### config.mk
export PLATFORM = sky130hd
export DESIGN_NAME = ch_stack_cell
export DESIGN_NICKNAME = d
export VERILOG_FILES = /design/src/rtl/ch_pkg.sv /design/src/rtl/ch_stack_cell.sv
export SDC_FILE = /design/constraint.sdc
export NUM_CORES = 1
export LEC_CHECK = 0
export BUFFER_PORTS_ARGS = -buffer_cell sky130_fd_sc_hd__buf_2
export CORE_MARGIN = 3
export CORE_UTILIZATION = 37
export DETAILED_ROUTE_END_ITERATION = 7
export PLACE_DENSITY_LB_ADDON = 0.25
export SLEW_MARGIN = 20
export SYNTH_ARGS = -nofsm -noshare
export SYNTH_HDL_FRONTEND = slang
export SYNTH_SLANG_ARGS = --single-unit
export TNS_END_PERCENT = 50
### constraint.sdc
create_clock -name clk -period 1.4 [get_ports clk]
set_input_delay 0.42 -clock clk [delete_from_list [all_inputs] [get_ports clk]]
set_output_delay 0.42 -clock clk [all_outputs]
set_load 0.05 [all_outputs]
### src/rtl/ch_pkg.sv
// Shared types, cell operation codes and point ordering for the convex hull block.
package ch_pkg;

    localparam int MaxPointsDef = 64;

    typedef struct packed {
        logic signed [15:0] x;
        logic signed [15:0] y;
    } pt_t;

    typedef struct packed {
        logic valid;
        pt_t  pt;
    } cell_t;

    typedef enum logic [1:0] {
        SORT_HOLD,
        SORT_INSERT,
        SORT_POP
    } sort_op_t;

    typedef enum logic [1:0] {
        STK_HOLD,
        STK_PUSH,
        STK_POP,
        STK_CLEAR
    } stk_op_t;

    // lexicographic order: x first, then y
    function automatic logic pt_before(pt_t a, pt_t b);
        logic r;
        r = (a.x < b.x) || ((a.x == b.x) && (a.y < b.y));
        return r;
    endfunction

endpackage

### src/rtl/ch_stack_cell.sv
// One cell of a shift stack: push moves words deeper, pop moves them toward the top.
module ch_stack_cell
    import ch_pkg::*;
(
    input  logic    clk,
    input  logic    rst_n,
    input  stk_op_t op,
    input  cell_t   shallow_cell,
    input  cell_t   deep_cell,
    output cell_t   slot
);

    logic valid_reg;
    logic valid_next;
    pt_t  pt_reg;
    pt_t  pt_next;

    assign slot = '{valid: valid_reg, pt: pt_reg};

    always_comb
    begin
        valid_next = valid_reg;
        pt_next    = pt_reg;
        case (op)
            STK_PUSH:
            begin
                valid_next = shallow_cell.valid;
                pt_next    = shallow_cell.pt;
            end
            STK_POP:
            begin
                valid_next = deep_cell.valid;
                pt_next    = deep_cell.pt;
            end
            STK_CLEAR:
            begin
                valid_next = 1'b0;
            end
            default:
            begin
                valid_next = valid_reg;
            end
        endcase
    end

    always_ff @(posedge clk or negedge rst_n)
    begin
        if (!rst_n)
        begin
            valid_reg <= 1'b0;
        end
        else
        begin
            valid_reg <= valid_next;
        end
    end

    always_ff @(posedge clk)
    begin
        pt_reg <= pt_next;
    end

endmodule

==> impl_results.md <==
* Sequential Power Share at a little over two fifths
* Min cycle time layout at 1.37 ns
* Top post-synthesis cells by count: 32 x edfxtp_1, 30 x mux2_4, 4 x ha_1, 3 x buf_12
* Worst-case clock skew at 0 ns
* Status: finished, final reports clean
* Sw Ratio at a little over a third
* Setup TNS at 0 ns
* Largest net degree at the start of global routing at 18
* Final Max Tran Viols at 0
* Pwr/cell area at 1260 nW/um^2
* Clk pwr share at ~23%
* CP max stage cell: mux2_4
* Syn_nets at 154
* Post-synth EDFFs at 32
* Fin crit share at 97.5%
* Share of cells above drive strength 1 at 77.1%
* Synth Warn # at 0
* Reg2reg path depth at 2
* Sequential area share after synthesis at 60.8%
* GR peak layer: met2
* Startpoint Class: primary input
* Placed inst area at 2220 um^2
* Post-Syn Area at around 1600 um^2
* Maxcap violations at 0
* Wirelength per Cell at roughly 15 um
* Maximum VDD drop at roughly 0.52 mV
* Final hold vios at 0
* Crit end category: register
* Distinct cell type count after synthesis at 12
* Total number of vias at between 1k and 1.5k
* FP Rows at 23
* DRT Pass-1 Iters at 4
* Finished Layout Cells at 242
* Hold Buf Count CTS at 1
* Diodes inserted at 0
* Worst Hold Class: in -> async
* Largest family of logic cells by synthesized area: multiplexers
* Critical path peak fanout at 17
* Post-synth ARST share at under 10%
* Simple-gate share of the synthesized area at 0.927%
* Critical path type: in -> reg
* CTS tree: yes
* Initial Util at just under 40%
* Number of global-route vias before repair at 1,171
* CP Cell Sequence: buf_2 -> inv_1 -> ha_2 -> buf_12 -> mux2_4
* Internal at roughly 0.0019 W
* Die Wd at 72.2 um
* M1 GR Usage at around 14%
* Ys flop type: edfxtp_1
* CTS sink cnt at 33
* Sw power at around 0.0010 W
* Die span in y at 72.2 um
* Root buffer cell: clkbuf_8
* Max FFs per register at 32
* Final nets at between 200 and 300
* Synth Area in Compound Gates at 0.618%
* Synth Instances at 80
* Final core occ at between 50% and 60%
* All-Layer GR Usage at 14.1%
* CP required at roughly 1.4 ns
* Xor/xnor share of the synthesized area at 0%
* Filler Cell Count at 362
* H-tree levels at 2
* Core Area at roughly 4100 um^2
* Fin area at 2310 um^2
* Initial antenna violation count at 0
* Worst relative slew slack at 82.3%
* Top-count cell post-synth: edfxtp_1
* Postcts setup bufs at 0
* First DRT Iteration DRCs at 45
* Worst-case clock buffer depth at 2
* Antenna-violating nets left at 0
* WP data arrival at 1.39 ns
* First-pass GRT wire length at 5.46 mm
* Max Fclk at 733 MHz
* Clock transition at path regs at 0.06 ns
* Clock Latency Late Sink at 0.28 ns
* Total CTS buffers at 5
* #FFs+latches synth at 33
* Slowest stage delay, CP at 0.32 ns
* Post-DP HPWL at 2.93 mm
* I/O pins at 103
* Reg-to-reg slack, setup at 0.75 ns
* Syn avg cell area at 20.3 um^2
* Pleak at 1.10 nW
* Mux cell area share after synthesis at just under 30%
* RSZ-0062 raised after global routing: no
* Gr ovfl total at 0
* Area fraction of the dominant cell type after synthesis at 59.3%
* CTS resizes at 0
* Die area at 5210 um^2
* Placed insts at 234
* Grt met2 use at 26.2%
* Global routing usage on met3 at under 10%
* Layout area overhead at 42.5%
* # port buffers at 102
* Total Wirelength at 3.63 mm
* R2r endpoint: valid_reg$_DFFE_PN0P_
* Final-report setup violation count at 0
* Via/cell ratio at 4.58
* Worst r2r src: valid_reg$_DFFE_PN0P_
* Detailed-route DRC error count at 0
* Adder-cell share of the synthesized area at about 3.1%
* Synth area leaders: edfxtp_1 59%, mux2_4 28%, buf_12 3.7%
* Placer congestion estimate at 0.750
* Synth area leader: edfxtp_1
* Worst slew pin tran at 0.267 ns
* Combinational share of power at 33.5%
cell usage in the layout, fill, tap and decap left out, drive strengths merged:
master	count
inv	2
nor2b	1
ha	4
or3b	1
dfrtp	1
a21oi	2
buf	109
dlygate4sd3	1
clkinv	1
mux2	32
clkbuf	6
edfxtp	32
logic make-up after synthesis:
group	Yosys count
flops	33
mux	32
compound gates	2
buf+inv	7
simple gates	2
fa+ha+maj	4
per-stage QoR:
stage	setup WS [ns]	hold WS, ns	power (W)
floorplan	-0.104	0.124	0.00201
global placement	-0.222	0.194	0.00227
detailed placement	-0.262	0.195	0.00229
CTS	0.0431	0.427	0.00295
global route	0.00950	0.424	0.00304
finish	0.0350	0.439	0.00291
power groups by stage:
stage | Combinational (W) | Clock [W] | Sequential [W]
finish | 0.000977 | 0.000655 | 0.00128
global route | 0.00102 | 0.000724 | 0.00129
CTS | 0.000986 | 0.000682 | 0.00129
detailed placement | 0.000982 | 0 | 0.00131
global placement | 0.000964 | 0 | 0.00130
floorplan | 0.000215 | 0 | 0.00180
layout make-up:
type / instances / area (um^2) / share of cell area [%]
Sequential cell: 33 / 986 / 42.7
Timing Repair Buffer: 110 / 623 / 27.0
Clock inverter: 1 / 3.75 / 0.163
Tap cell: 50 / 62.6 / 2.71
Clock buffer: 6 / 72.6 / 3.14
Inverter: 2 / 7.51 / 0.325
Multi-Input combinational cell: 40 / 553 / 24.0
layer usage:
layer	vias to the layer above	part of all wire, %
li1	523	-
met2	59	57
met3	4	9.2
met4	0	1.2
met1	522	33
met5	-	0
how the worst max path moves through the flow:
stage | startpoint | end | slack, ns | cells after the start
2_1_floorplan | op[0] | slot[0]$_DFFE_PP_ | -0.10 | 2
3_3_place_gp | op[0] | slot[12]$_DFFE_PP_ | -0.22 | 5
3_5_place_dp | op[0] | slot[12]$_DFFE_PP_ | -0.26 | 5
4_1_cts | op[0] | slot[6]$_DFFE_PP_ | 0.04 | 5
5_1_grt | op[0] | slot[12]$_DFFE_PP_ | 0.01 | 5
6_report | op[0] | slot[6]$_DFFE_PP_ | 0.04 | 5
worst max-delay path, delay by kind of cell:
family / cells / cell delay [ns]
adders and majority gates: 1 / 0.27
buffers and inverters: 3 / 0.37
muxes: 1 / 0.32
Power figures use the tool's default switching activity.
