**src/rtl/ch_pkg.sv**
```systemverilog
// Shared types, cell operation codes and point ordering for the convex hull block.
package ch_pkg;

    localparam int MaxPointsDef = 64;

    typedef struct packed {
        logic signed [15:0] x;
        logic signed [15:0] y;
    } pt_t;

    typedef struct packed {
        logic valid;
        pt_t  pt;
    } cell_t;

    typedef enum logic [1:0] {
        SORT_HOLD,
        SORT_INSERT,
        SORT_POP
    } sort_op_t;

    typedef enum logic [1:0] {
        STK_HOLD,
        STK_PUSH,
        STK_POP,
        STK_CLEAR
    } stk_op_t;

    // lexicographic order: x first, then y
    function automatic logic pt_before(pt_t a, pt_t b);
        logic r;
        r = (a.x < b.x) || ((a.x == b.x) && (a.y < b.y));
        return r;
    endfunction

endpackage

```
**src/rtl/ch_sort_cell.sv**
```systemverilog
// One cell of the insertion sorting chain: keeps one point, inserts or shifts toward cell 0.
module ch_sort_cell
    import ch_pkg::*;
(
    input  logic     clk,
    input  logic     rst_n,
    input  sort_op_t op,
    input  pt_t      new_pt,
    input  cell_t    prev_cell,
    input  logic     prev_lt,
    input  cell_t    next_cell,
    output cell_t    slot,
    output logic     lt
);

    logic valid_reg;
    logic valid_next;
    pt_t  pt_reg;
    pt_t  pt_next;
    logic take;

    assign lt   = valid_reg && pt_before(new_pt, pt_reg);
    assign take = !valid_reg || pt_before(new_pt, pt_reg);
    assign slot = '{valid: valid_reg, pt: pt_reg};

    always_comb
    begin
        valid_next = valid_reg;
        pt_next    = pt_reg;
        case (op)
            SORT_INSERT:
            begin
                if (take)
                begin
                    pt_next    = prev_lt ? prev_cell.pt : new_pt;
                    valid_next = valid_reg | prev_cell.valid;
                end
            end
            SORT_POP:
            begin
                pt_next    = next_cell.pt;
                valid_next = next_cell.valid;
            end
            default:
            begin
                valid_next = valid_reg;
            end
        endcase
    end

    always_ff @(posedge clk or negedge rst_n)
    begin
        if (!rst_n)
        begin
            valid_reg <= 1'b0;
        end
        else
        begin
            valid_reg <= valid_next;
        end
    end

    always_ff @(posedge clk)
    begin
        pt_reg <= pt_next;
    end

endmodule

```
**config.mk**
```make
export PLATFORM = sky130hd
export DESIGN_NAME = ch_sort_cell
export DESIGN_NICKNAME = d
export VERILOG_FILES = /design/src/rtl/ch_pkg.sv /design/src/rtl/ch_sort_cell.sv
export SDC_FILE = /design/constraint.sdc
export NUM_CORES = 1
export LEC_CHECK = 0
export BUFFER_PORTS_ARGS = -buffer_cell sky130_fd_sc_hd__buf_2
export CAP_MARGIN = 0
export CORE_MARGIN = 2
export CORE_UTILIZATION = 45
export CTS_CLUSTER_SIZE = 28
export DETAILED_ROUTE_END_ITERATION = 8
export PLACE_DENSITY = 0.81
export SYNTH_ARGS = -nofsm -noshare
export SYNTH_HDL_FRONTEND = slang
export SYNTH_SLANG_ARGS = --single-unit
export TNS_END_PERCENT = 1
```
**constraint.sdc**
```tcl
create_clock -name clk -period 5.2 [get_ports clk]
set_clock_uncertainty 0.1 [all_clocks]
set_input_delay 0.52 -clock clk [delete_from_list [all_inputs] [get_ports clk]]
set_output_delay 0.52 -clock clk [all_outputs]
set_load 0.02 [all_outputs]
```
==> run_results.csv <==
group,metric,value,unit
run_status,outcome,"finished clean",
timing,period_share,0.651,
placement,dp_cells,456,
route,drt-vias-per-instance,5.02,
timing,grt_setup_unrepaired,"no",
yosys,yosys.area.top_type,"edfxtp_1",
layout,multi_input_area,0.00138,mm2
setup_path,slowest_stage,"a31oi_4",
route,wl_per_cell,13.6,um
yosys,ys_ff_latch,33,
min_path,min_path_type,"in -> reg",
timing,maxSlewViolCount,0,
placement,numPortBuffers,136,
yosys,synth_cell_types,32,
power,finalPower,0.838,mW
cts,cts_buffer_depth,2,
cts,cts_tree,"built",
placement,gp_congestion,0.824,
yosys,syn_inst,259,
cts,cts_resized,0,
timing,hold_ws,0.376,ns
setup_path,crit_fanout,32,
setup_path,path_cells,"inv_1 -> ha_1 -> nand4_1 -> or4_4 -> or3_1 -> mux2_4 -> a31oi_4",
power,power_frac_clock,0.239,
cts,clockRootBuffer,"clkbuf_8",
floorplan,initial_core_util,0.461,
setup_path,crit_required,5.00,ns
layout,areaGrowthSynthToFinish,33.2,%
floorplan,core,0.00547,mm2
setup_path,critical_path.top_delay_family,"simple AND/OR/NAND/NOR gates",
timing,timing.setup.tns,0,ns
job,cap_violations,0,
layout,register_area,986,um2
yosys,synth_area,0.00252,mm2
layout,drive_above_1_share,0.379,
cts,clkTransAtPathRegs,0.07,ns
floorplan,die_w,78.9,um
yosys,synthTopCellsByArea,"edfxtp_1 38%, ha_1 15%, mux2i_1 13%",
cts,htreeDepth,2,
placement,postPlaceCellArea,0.00326,mm2
yosys,ys_warn_count,0,
route,ant_nets,0,
placement,dp_slack,1.51,ns
power,cellLeakagePower,1.70,nW
power,p_comb_frac,0.336,
setup_path,worst-setup-path-type,"reg -> reg",
placement,hpwlAfterDp,5.04,mm
global_routing,grtUsageTotal,0.204,
cts,cts.sinks,33,
layout,finalNonFillerCells,465,
setup_path,cp.arrival,3.19,ns
timing,setup_violations,0,
yosys,synth_edf_count,32,
power,power_frac_seq,0.426,
yosys,synth_area_per_cell,9.74,um2
yosys,synth_top_area_frac,0.381,
layout,nets,526,
power,max-vdd-ir-drop,0.114,mV
timing,tightestPinTransition,1.09,ns
power,p_int,0.563,mW
power,swShare,0.328,
yosys,synth_ff_type,"edfxtp_1",
route,dr_total_vias,2336,
power,powerDensity,249,mW/mm2
timing,period_minus_slack,3.39,ns
timing,hold_viol_final,0,
yosys,syn_nets,393,
layout,n_fill_cell,495,
cts,numCtsBuffers,5,
global_routing,grt_pass1_vias,2241,
global_routing,antenna_found_initial,0,
route,firstDrtPassIters,4,
yosys,async_flop_share,0.0303,
layout,insertedDiodeCount,0,
layout,largest_reg_flops,32,
power,power_switching,0.275,mW
setup_path,cp-end-kind,"register",
route,drc,0,
setup_path,worst_setup_path_start_kind,"register",
setup_path,slowest_delay,0.87,ns
floorplan,io_pins,137,
layout,final_util,0.614,
floorplan,die-area,0.00622,mm2
layout,final_cell_mix,"136 x buf_2, 36 x o21ai_0, 35 x nand2_1",
floorplan,die_height,78.9,um
yosys,ys_seq_area_frac,0.391,
setup_path,critical_path.n_buffers_inverters,1,
layout,design_area,0.00336,mm2
cts,insertion_delay,0.28,ns
floorplan,num_rows,27,
global_routing,overflow,0,
timing,max_freq,295,MHz
timing,timing.final.ws_setup,1.81,ns
global_routing,grt_first_pass_wirelength,9.98,mm
route,dr.first_iter.drc_count,109,
route,wirelength,6.33,mm
global_routing,grt_max_degree,67,
timing,maxSlewHeadroom,0.275,
layout,final_common_cell,"buf_2",
synthesized netlist by cell type (all sizes together), types with 3 or more instances:
cell,number
nor2b,3
nand3,3
inv,31
nand4,7
mux2i,32
buf,4
nand2,35
nor2,5
ha,31
edfxtp,32
clkbuf,8
o21ai,36
a21o,3
a21oi,10
final timing paths:
check / from / endpoint / slack, ns / cells past startpoint
setup / recovery: slot[27] / slot[19] / 1.81 / 7
setup reg to reg: slot[27] / slot[19] / 1.81 / 7
max in group asynchronous: rst_n / valid_reg / 4.47 / 2
hold / removal: next_cell[32] / valid_reg / 0.38 / 3
hold reg to reg: valid_reg / valid_reg / 0.54 / 2
min in group asynchronous: rst_n / valid_reg / 0.44 / 2
power by group through the flow:
stage          registers (mW)  clock network, mW  logic [mW]
2_1_floorplan           0.401                  0       0.134
5_1_grt                 0.362              0.217       0.317
4_1_cts                 0.357              0.204       0.286
3_3_place_gp            0.360                  0       0.276
6_report                0.357              0.200       0.281
3_5_place_dp            0.363                  0       0.284
logic make-up after synthesis:
| group | Yosys count | synth area share |
|---|---|---|
| XOR/XNOR | 1 | 0.00347 |
| multiplexers | 34 | 0.137 |
| buffers and inverters | 43 | 0.0655 |
| AND/OR/NAND/NOR | 60 | 0.117 |
| flip-flops | 33 | 0.391 |
| AO/OA/AOI/OAI | 57 | 0.132 |
| adder cells (fa/ha/maj) | 31 | 0.154 |
cell type report:
| class | instances | share of cell area |
|---|---|---|
| Inverter | 31 | 0.0346 |
| Clock buffer | 8 | 0.0268 |
| Tap cell | 72 | 0.0268 |
| Multi-Input combinational cell | 183 | 0.410 |
| Sequential cell | 33 | 0.293 |
| Timing Repair Buffer | 138 | 0.208 |
worst min-delay path, stage by stage:
cell and delay, ns:
buf_2 0.08, a22oi_1 0.05, o21ai_0 0.07
layer usage:
metal,track usage,routed length [um],up-vias
met5,0,0,-
met4,0.0448,27,0
met3,0.0523,394,2
met2,0.374,3250,85
met1,0.239,2660,1057
li1,-,-,1192
repair_timing:
action | 4_1_cts | 5_1_grt
setup buffers | 0 | 0
hold buffers | 1 | 0
endpoints found under the hold margin | 1 | 0
(Power assumes the default switching activity.)
